<file path="src/rtl/signed_chat_frame_deframer_unit_defines.svh">
// assertion macros used by the deframer top level
// no dependencies; expects i_clk and i_rst_n in the including module
`ifndef SIGNED_CHAT_FRAME_DEFRAMER_UNIT_DEFINES_SVH
`define SIGNED_CHAT_FRAME_DEFRAMER_UNIT_DEFINES_SVH

// same-cycle implication
`define SCFD_ASSERT_SAME(lbl, ante, cons, msg) \
    lbl: assert property (@(posedge i_clk) disable iff (!i_rst_n) (ante) |-> (cons)) \
        else $error(msg);

// next-cycle implication
`define SCFD_ASSERT_NEXT(lbl, ante, cons, msg) \
    lbl: assert property (@(posedge i_clk) disable iff (!i_rst_n) (ante) |=> (cons)) \
        else $error(msg);

`endif

</file>
<file path="src/rtl/scfd_pkg.sv">
// types and constants for the signed chat frame deframer
// no dependencies
`default_nettype none

package scfd_pkg;

    localparam int unsigned POS_W = 9;
    localparam int unsigned LEN_W = POS_W + 1;

    localparam logic [POS_W-1:0] MIN_PAYLOAD = POS_W'(8);
    localparam logic [7:0]       MIN_HEADER  = 8'd8;
    localparam logic [15:0]      MAGIC_RESET = 16'hA455;

    localparam int unsigned FLAG_MULTI_BIT  = 0;
    localparam int unsigned FLAG_SIGNED_BIT = 1;

    // frame status codes
    localparam logic [2:0] ST_OK        = 3'd0;
    localparam logic [2:0] ST_SHORT     = 3'd1;
    localparam logic [2:0] ST_BAD_MAGIC = 3'd2;
    localparam logic [2:0] ST_BAD_HDR   = 3'd3;
    localparam logic [2:0] ST_TOO_LONG  = 3'd4;

    typedef struct packed {
        logic [7:0] payload_byte;
        logic       frame_last;
    } t_in_word;

    typedef struct packed {
        logic [7:0]  content_byte;
        logic        content_valid;
        logic        frame_end;
        logic [2:0]  frame_status;
        logic [31:0] frame_timestamp;
        logic        is_multipart;
        logic [7:0]  part_num;
        logic [7:0]  last_part_num;
        logic        is_signed;
        logic [7:0]  signature_length;
    } t_out_word;

    typedef struct packed {
        logic      has_result;
        t_out_word word;
    } t_result;

endpackage

`default_nettype wire

</file>
<file path="src/rtl/scfd_core.sv">
// frame state and per-byte decode for the deframer
// depends on scfd_pkg
`default_nettype none

module scfd_core
    import scfd_pkg::*;
#(
    parameter int unsigned MAX_PAYLOAD = 256
) (
    input  wire logic       i_clk,
    input  wire logic       i_rst_n,
    input  wire logic       i_fire,
    input  wire t_in_word   i_word,
    input  wire logic [15:0] i_magic,
    output t_result         o_res
);

    localparam logic [POS_W-1:0] MAX_POS = POS_W'(MAX_PAYLOAD);

    logic [POS_W-1:0] r_pos, n_pos;
    logic [7:0]       r_hl, n_hl;
    logic [7:0]       r_flags, n_flags;
    logic [31:0]      r_ts, n_ts;
    logic [7:0]       r_pi, n_pi;
    logic [7:0]       r_fi, n_fi;
    logic [7:0]       r_sig, n_sig;
    logic [2:0]       r_status, n_status;

    logic [LEN_W-1:0] w_p_ext;
    logic [LEN_W-1:0] w_hl_ext;
    logic [LEN_W-1:0] w_len;
    logic [1:0]       w_sh;
    logic             w_content;
    logic [2:0]       w_st;
    logic [7:0]       w_b;

    always_comb begin
        w_b      = i_word.payload_byte;
        // start of frame clears the captures
        if (r_pos == '0) begin
            n_hl = '0; n_flags = '0; n_ts = '0; n_pi = '0; n_fi = '0; n_sig = '0;
            n_status = ST_OK;
        end else begin
            n_hl = r_hl; n_flags = r_flags; n_ts = r_ts; n_pi = r_pi; n_fi = r_fi;
            n_sig = r_sig; n_status = r_status;
        end
        n_pos     = r_pos;
        w_content = 1'b0;
        w_p_ext   = {1'b0, r_pos};
        w_hl_ext  = '0;
        w_sh      = '0;

        if (r_pos >= MAX_POS) begin
            if (n_status == ST_OK) begin
                n_status = ST_TOO_LONG;
            end
        end else begin
            if (r_pos == POS_W'(0) && w_b != i_magic[15:8] && n_status == ST_OK) begin
                n_status = ST_BAD_MAGIC;
            end
            if (r_pos == POS_W'(1) && w_b != i_magic[7:0] && n_status == ST_OK) begin
                n_status = ST_BAD_MAGIC;
            end
            if (r_pos == POS_W'(2)) begin
                n_hl = w_b;
            end
            if (r_pos == POS_W'(3)) begin
                n_flags = w_b;
            end
            if (r_pos == POS_W'(4)) begin
                n_sig = w_b;
            end
            if (r_pos >= POS_W'(2)) begin
                w_hl_ext = {2'b00, n_hl};
                if (w_p_ext + LEN_W'(6) == w_hl_ext) begin
                    n_pi = w_b;
                end
                if (w_p_ext + LEN_W'(5) == w_hl_ext) begin
                    n_fi = w_b;
                end
                // little-endian timestamp in the four bytes before content
                w_sh = r_pos[1:0] - n_hl[1:0];
                if (w_p_ext + LEN_W'(4) >= w_hl_ext && w_p_ext < w_hl_ext) begin
                    n_ts = n_ts | (32'(w_b) << {w_sh, 3'b000});
                end
            end
            if (n_status == ST_OK && r_pos >= MIN_PAYLOAD && n_hl >= MIN_HEADER
                && w_p_ext >= {2'b00, n_hl}) begin
                w_content = 1'b1;
            end
            n_pos = r_pos + POS_W'(1);
        end

        w_len = w_p_ext + LEN_W'(1);
        if (w_len < {1'b0, MIN_PAYLOAD}) begin
            w_st = ST_SHORT;
        end else if (n_status != ST_OK) begin
            w_st = n_status;
        end else if (n_hl < MIN_HEADER || {2'b00, n_hl} > w_len) begin
            w_st = ST_BAD_HDR;
        end else begin
            w_st = ST_OK;
        end

        if (i_word.frame_last) begin
            n_pos = '0;
        end

        o_res.has_result    = w_content || i_word.frame_last;
        o_res.word          = '0;
        o_res.word.content_byte  = w_content ? w_b : 8'd0;
        o_res.word.content_valid = w_content;
        if (i_word.frame_last) begin
            o_res.word.frame_end    = 1'b1;
            o_res.word.frame_status = w_st;
            if (w_st == ST_OK) begin
                o_res.word.frame_timestamp  = n_ts;
                o_res.word.is_multipart     = n_flags[FLAG_MULTI_BIT];
                o_res.word.part_num         = n_flags[FLAG_MULTI_BIT] ? n_pi : 8'd0;
                o_res.word.last_part_num    = n_flags[FLAG_MULTI_BIT] ? n_fi : 8'd0;
                o_res.word.is_signed        = n_flags[FLAG_SIGNED_BIT];
                o_res.word.signature_length = n_flags[FLAG_SIGNED_BIT] ? n_sig : 8'd0;
            end
        end
    end

    always_ff @(posedge i_clk) begin
        if (!i_rst_n) begin
            r_pos    <= '0;
            r_hl     <= '0;
            r_flags  <= '0;
            r_ts     <= '0;
            r_pi     <= '0;
            r_fi     <= '0;
            r_sig    <= '0;
            r_status <= ST_OK;
        end else if (i_fire) begin
            r_pos    <= n_pos;
            r_hl     <= n_hl;
            r_flags  <= n_flags;
            r_ts     <= n_ts;
            r_pi     <= n_pi;
            r_fi     <= n_fi;
            r_sig    <= n_sig;
            r_status <= n_status;
        end
    end

endmodule

`default_nettype wire

</file>
<file path="src/rtl/scfd_out_reg.sv">
// result register with stall handling for the deframer
// depends on scfd_pkg
`default_nettype none

module scfd_out_reg
    import scfd_pkg::*;
(
    input  wire logic      i_clk,
    input  wire logic      i_rst_n,
    input  wire logic      i_load,
    input  wire t_out_word i_word,
    input  wire logic      i_stall,
    output logic           o_valid,
    output t_out_word      o_word,
    output logic           o_free
);

    logic      r_valid, n_valid;
    t_out_word r_word;

    assign o_free = !r_valid || !i_stall;

    always_comb begin
        n_valid = r_valid && i_stall;
        if (i_load) begin
            n_valid = 1'b1;
        end
    end

    always_ff @(posedge i_clk) begin
        if (!i_rst_n) begin
            r_valid <= 1'b0;
        end else begin
            r_valid <= n_valid;
        end
    end

    always_ff @(posedge i_clk) begin
        if (i_load) begin
            r_word <= i_word;
        end
    end

    assign o_valid = r_valid;
    assign o_word  = r_word;

endmodule

`default_nettype wire

</file>
<file path="src/rtl/signed_chat_frame_deframer_unit.sv">
// Signed chat frame deframer, top level.
// Input channel: one payload word per item (a frame byte and its last-byte mark),
//   i_in_valid / o_in_stall; a word is taken when valid is high and stall is low.
// Output channel: o_out_valid / i_out_stall carry a result word for each content
//   byte and for the last byte of each frame; other bytes give no result.
// The magic word register is written through i_cfg_wr_en / i_cfg_wr_data; the user must
//   write it only while the block is idle, which the block leaves to the user; it resets to 0xA455.
// Throughput: one byte per cycle while the result register is free or the byte gives no
//   result, set by the single decode pass between the input register and the result register.
// Path: a taken byte is held in the input register, decoded combinationally, and its result
//   is loaded into the result register, which drives the output channel.
// Reset (synchronous, active low) empties both registers, clears the frame
//   position and the captured header fields.
// When the receiver stalls, the pending result holds; bytes that give no result
//   still pass, the next byte with a result waits in the input register and
//   o_in_stall stays high until the result register frees.
// depends on scfd_pkg, scfd_core, scfd_out_reg and the assertion macro header
`default_nettype none

`include "signed_chat_frame_deframer_unit_defines.svh"

module signed_chat_frame_deframer_unit
    import scfd_pkg::*;
#(
    parameter int unsigned MAX_PAYLOAD = 256
) (
    input  wire logic        i_clk,
    input  wire logic        i_rst_n,
    input  wire logic        i_in_valid,
    output logic             o_in_stall,
    input  wire t_in_word    i_in_word,
    output logic             o_out_valid,
    input  wire logic        i_out_stall,
    output t_out_word        o_out_word,
    input  wire logic        i_cfg_wr_en,
    input  wire logic [15:0] i_cfg_wr_data
);

    logic     r_in_valid, n_in_valid;
    t_in_word r_in_word;
    logic     w_fire;
    logic     w_out_free;
    t_result  w_res;
    logic [15:0] r_magic;

    always_ff @(posedge i_clk) begin
        if (!i_rst_n) begin
            r_magic <= MAGIC_RESET;
        end else if (i_cfg_wr_en) begin
            r_magic <= i_cfg_wr_data;
        end
    end

    // a byte with no result never waits on the output side
    assign w_fire     = r_in_valid && (!w_res.has_result || w_out_free);
    assign o_in_stall = r_in_valid && !w_fire;

    always_comb begin
        n_in_valid = (r_in_valid && !w_fire) || i_in_valid;
    end

    always_ff @(posedge i_clk) begin
        if (!i_rst_n) begin
            r_in_valid <= 1'b0;
        end else begin
            r_in_valid <= n_in_valid;
        end
    end

    always_ff @(posedge i_clk) begin
        if (i_in_valid && !o_in_stall) begin
            r_in_word <= i_in_word;
        end
    end

    scfd_core #(
        .MAX_PAYLOAD(MAX_PAYLOAD)
    ) u_core (
        .i_clk  (i_clk),
        .i_rst_n(i_rst_n),
        .i_fire (w_fire),
        .i_word (r_in_word),
        .i_magic(r_magic),
        .o_res  (w_res)
    );

    scfd_out_reg u_out (
        .i_clk  (i_clk),
        .i_rst_n(i_rst_n),
        .i_load (w_fire && w_res.has_result),
        .i_word (w_res.word),
        .i_stall(i_out_stall),
        .o_valid(o_out_valid),
        .o_word (o_out_word),
        .o_free (w_out_free)
    );

    `SCFD_ASSERT_SAME(a_result_has_purpose, o_out_valid,
        o_out_word.content_valid || o_out_word.frame_end,
        "result word carries neither content nor frame end")
    `SCFD_ASSERT_SAME(a_error_summary_zero,
        o_out_valid && o_out_word.frame_end && o_out_word.frame_status != ST_OK,
        o_out_word.frame_timestamp == 32'd0 && !o_out_word.is_multipart
            && !o_out_word.is_signed && o_out_word.signature_length == 8'd0,
        "summary fields not cleared on frame error")
    `SCFD_ASSERT_NEXT(a_out_drains,
        o_out_valid && !i_out_stall && !(w_fire && w_res.has_result),
        !o_out_valid,
        "result word not retired after it was taken")

endmodule

`default_nettype wire

</file>
<file path="config.mk">
export PLATFORM = sky130hd
export DESIGN_NAME = signed_chat_frame_deframer_unit
export DESIGN_NICKNAME = d
export VERILOG_FILES = /design/src/rtl/scfd_pkg.sv /design/src/rtl/scfd_core.sv /design/src/rtl/scfd_out_reg.sv /design/src/rtl/signed_chat_frame_deframer_unit.sv
export VERILOG_INCLUDE_DIRS = /design/src /design/src/rtl
export SDC_FILE = /design/constraint.sdc
export NUM_CORES = 1
export LEC_CHECK = 0
export BUFFER_PORTS_ARGS = -buffer_cell sky130_fd_sc_hd__buf_4
export CAP_MARGIN = 10
export CORE_AREA = 3 3 145 147
export CTS_CLUSTER_DIAMETER = 120
export DETAILED_ROUTE_END_ITERATION = 12
export DIE_AREA = 0 0 148 150
export HOLD_SLACK_MARGIN = 0.05
export PLACE_DENSITY_LB_ADDON = 0.05
export REMOVE_ABC_BUFFERS = 1
export SLEW_MARGIN = 0
export SYNTH_ARGS = -nofsm -noshare
export SYNTH_HDL_FRONTEND = slang
export SYNTH_SLANG_ARGS = --single-unit
</file>
<file path="constraint.sdc">
create_clock -name i_clk -period 9.15 [get_ports i_clk]
set_input_delay 1.3725 -clock i_clk [delete_from_list [all_inputs] [get_ports i_clk]]
set_output_delay 1.3725 -clock i_clk [all_outputs]
set_load 0.005 [all_outputs]
</file>
==> impl_metrics.toml <==
[status]
status = "finished clean"

[die]
start_util = 0.4403
coreArea_um2 = 20040
io-pin-count = 103
row_count = 52
fp.dieW_um = 148
die_h_um = 150
dieArea_um2 = 22200

[routing]
final_antenna_net_count = 0
routed_wl_um = 23580
vias = 7057
drtPass1Iterations = 5
wire_per_inst_um = 18.64
drtIter0Drc = 535
drc_errors = 0
vias_per_cell = 5.579

[final_layout]
syn2layout_area_growth_pct = 17.36
n_antenna_cell = 0
layout_common_cells = "buf_4, dfxtp_1, nor2_1"
layout-drive-gt1-share = 0.1548
layout_commonest_cell = "buf_4"
final_nets = 1045
nFillCells = 1894
utilization = 0.5167

[critical_path]
crit_type = "reg2out"
worstPathMaxFanout = 19
critPathArrivalTime_ns = 5.12
worst_setup_path_end_kind = "primary output"
critPathRequiredTime_ns = 7.78
startpoint_type = "flop"

[grt]
grt_pass1_vias = 6624
grtUsageTotal = 0.2166
grt_max_degree = 90
grt_pass1_wl_um = 37590
grt_overflow = 0
grt_antenna_before_repair = 0

[cts]
clk_pin_slew_ns = 0.07
postCtsSetupBuffers = 0
cts_resized = 0
numCtsBuffers = 17
cts.hold.buffers_added = 0
cts_max_level = 4
clock_sinks = 176
insertion_delay_ns = 0.44
cts_tree = "yes"
max-clock-path-buffers = 2
cts-root-buf = "clkbuf_16"

[timing]
finalCritPeriodShare = 0.7098
tightest_slew_ns = 1.140
finalHoldViolCount = 0
grt_setup_unrepaired = "no"
tns_ns = 0
period_needed_ns = 6.495
setup_viol = 0
slew-limit-headroom = 0.2384
drv_slew = 0
clock.fmax_mhz = 154.0
timing.hold.ws_ns = 0.4775
skew_ns = 0.01699

[synth]
syn_inst = 927
ys_types = 59
synthArstFlopShare = 0
seq_area_frac_synth = 0.4901
synthesis.area_um2 = 8823
synth_edf_count = 80
synth-seq-cells = 176
yosysWarnings = 0
syn_avg_cell_area_um2 = 9.518
synth_ff_type = "dfxtp_1"

[power]
cellPowerDensity_nw_per_um2 = 166.7
leakage_nw = 3.889
ir_worst_vdd_mv = 0.1281

[placed_design]
gp_congestion = 0.9242
hpwlAfterDp_um = 15390
portBuffers = 102

[job]
max-cap-violations = 0

[hold_path]
hp-class = "reg2reg"
layout make-up:
cell class,count,area (um2),area share
tap,270,337.8,0.03262
clock buffer,18,429.2,0.04145
inverter,36,135.1,0.01305
clock inverter,14,191.4,0.01849
timing repair buffer,114,855.8,0.08265
sequential,176,4324,0.4176
multi-input combinational,637,4081,0.3942
sequential cells by signal, indices dropped and copies added, names as in the netlist:
signal           cells
u_out.o_valid        1
r_in_word            9
r_in_valid           1
u_core.r_sig         8
u_core.r_ts         32
r_magic             16
u_core.r_status      3
u_core.r_pi          8
u_core.r_pos         9
u_core.r_flags       2
u_core.r_hl          8
u_core.r_fi          8
u_out.o_word        71
cells in the mapped netlist (3+ instances only):
cell type  number  area, um2
nor2_1         91      341.6
dfxtp_1        96       1922
buf_1           7      26.28
inv_1          36      135.1
nor4b_1         4      35.03
buf_2           5      25.02
o21ai_0        44      220.2
clkbuf_1       64      240.2
xnor2_1        23      201.4
a211oi_1       11      82.58
a21oi_1        35      175.2
nand4_1        26      162.7
o21a_1          4      30.03
or2_0           6      37.54
or2_2           3      18.77
and3_1          8      50.05
ha_1           32      400.4
o31ai_1         3      22.52
mux2i_1        32      320.3
a22oi_1        52      390.4
o221ai_1       17      148.9
nor3_1          9      45.04
nor4_1          5      31.28
nand2_1        67      251.5
o211a_1         3      30.03
or3_1           4      25.02
a21o_1          9      67.56
and2_1         20      125.1
xor2_1         11      96.34
edfxtp_1       80       2402
nand3_1        73      365.4
nand2b_1        9      56.30
a31oi_1         4      25.02
through the flow:
stage | total power [W] | cells | worst slack (ns) | instance area, um2
after global placement | 0.0009822 | 1233 | 3.274 | 9734
after global routing | 0.001785 | 1265 | 2.338 | 10350
after floorplan | 0.0009217 | 849 | 1.598 | 8509
after CTS | 0.001740 | 1265 | 2.728 | 10350
after detailed placement | 0.0009820 | 1233 | 3.212 | 9734
final | 0.001726 | 1265 | 2.655 | 10350
worst max-delay path, cell delays in order (launching register included):
cell and delay, ns:
dfxtp_1 0.79, inv_1 0.30, ha_1 0.29, and2_1 0.18, o211ai_1 0.65, a22oi_1 0.41
ha_1 0.47, a21oi_1 0.08, o31a_1 0.23, o21bai_1 0.27, and3_1 0.47, o21ai_0 0.18
nor2_1 0.20, buf_4 0.15
cells by family after synthesis:
kind of cell             count (synthesis)  share of synthesized area
AND/OR/NAND/NOR                        333                     0.1825
AO/OA/AOI/OAI                          205                     0.1588
flip-flops                             176                     0.4901
buffers and inverters                  114                    0.05091
XOR/XNOR                                34                    0.03375
adder cells (fa/ha/maj)                 33                    0.04765
multiplexers                            32                    0.03630
worst paths after layout:
path | start | endpoint | slack [ns] | depth (start not counted)
hold / removal | u_core.r_ts[29]$_SDFFE_PN0P_ | u_core.r_ts[29]$_SDFFE_PN0P_ | 0.48 | 2
hold reg to reg | u_core.r_ts[29]$_SDFFE_PN0P_ | u_core.r_ts[29]$_SDFFE_PN0P_ | 0.48 | 2
setup reg to reg | u_core.r_pos[3]$_SDFFE_PN0P_ | u_core.r_status[0]$_SDFFE_PN0P_ | 3.15 | 15
setup / recovery | u_core.r_pos[3]$_SDFFE_PN0P_ | o_in_stall | 2.65 | 13
power by group:
part	leakage, nW	switching, W	internal, W	total (W)
Clock	0.300	0.000344	0.000419	0.000763
Combinational	2.06	0.0000654	0.0000415	0.000107
Sequential	1.53	0.0000201	0.000836	0.000856
metal layers:
layer	vias up	global-route usage	share of wire
li1	3468	-	-
met1	3307	0.3048	0.46
met2	246	0.3316	0.46
met3	36	0.03786	0.059
met4	0	0.08961	0.028
met5	-	0	0
Power figures use the tool's default switching activity.
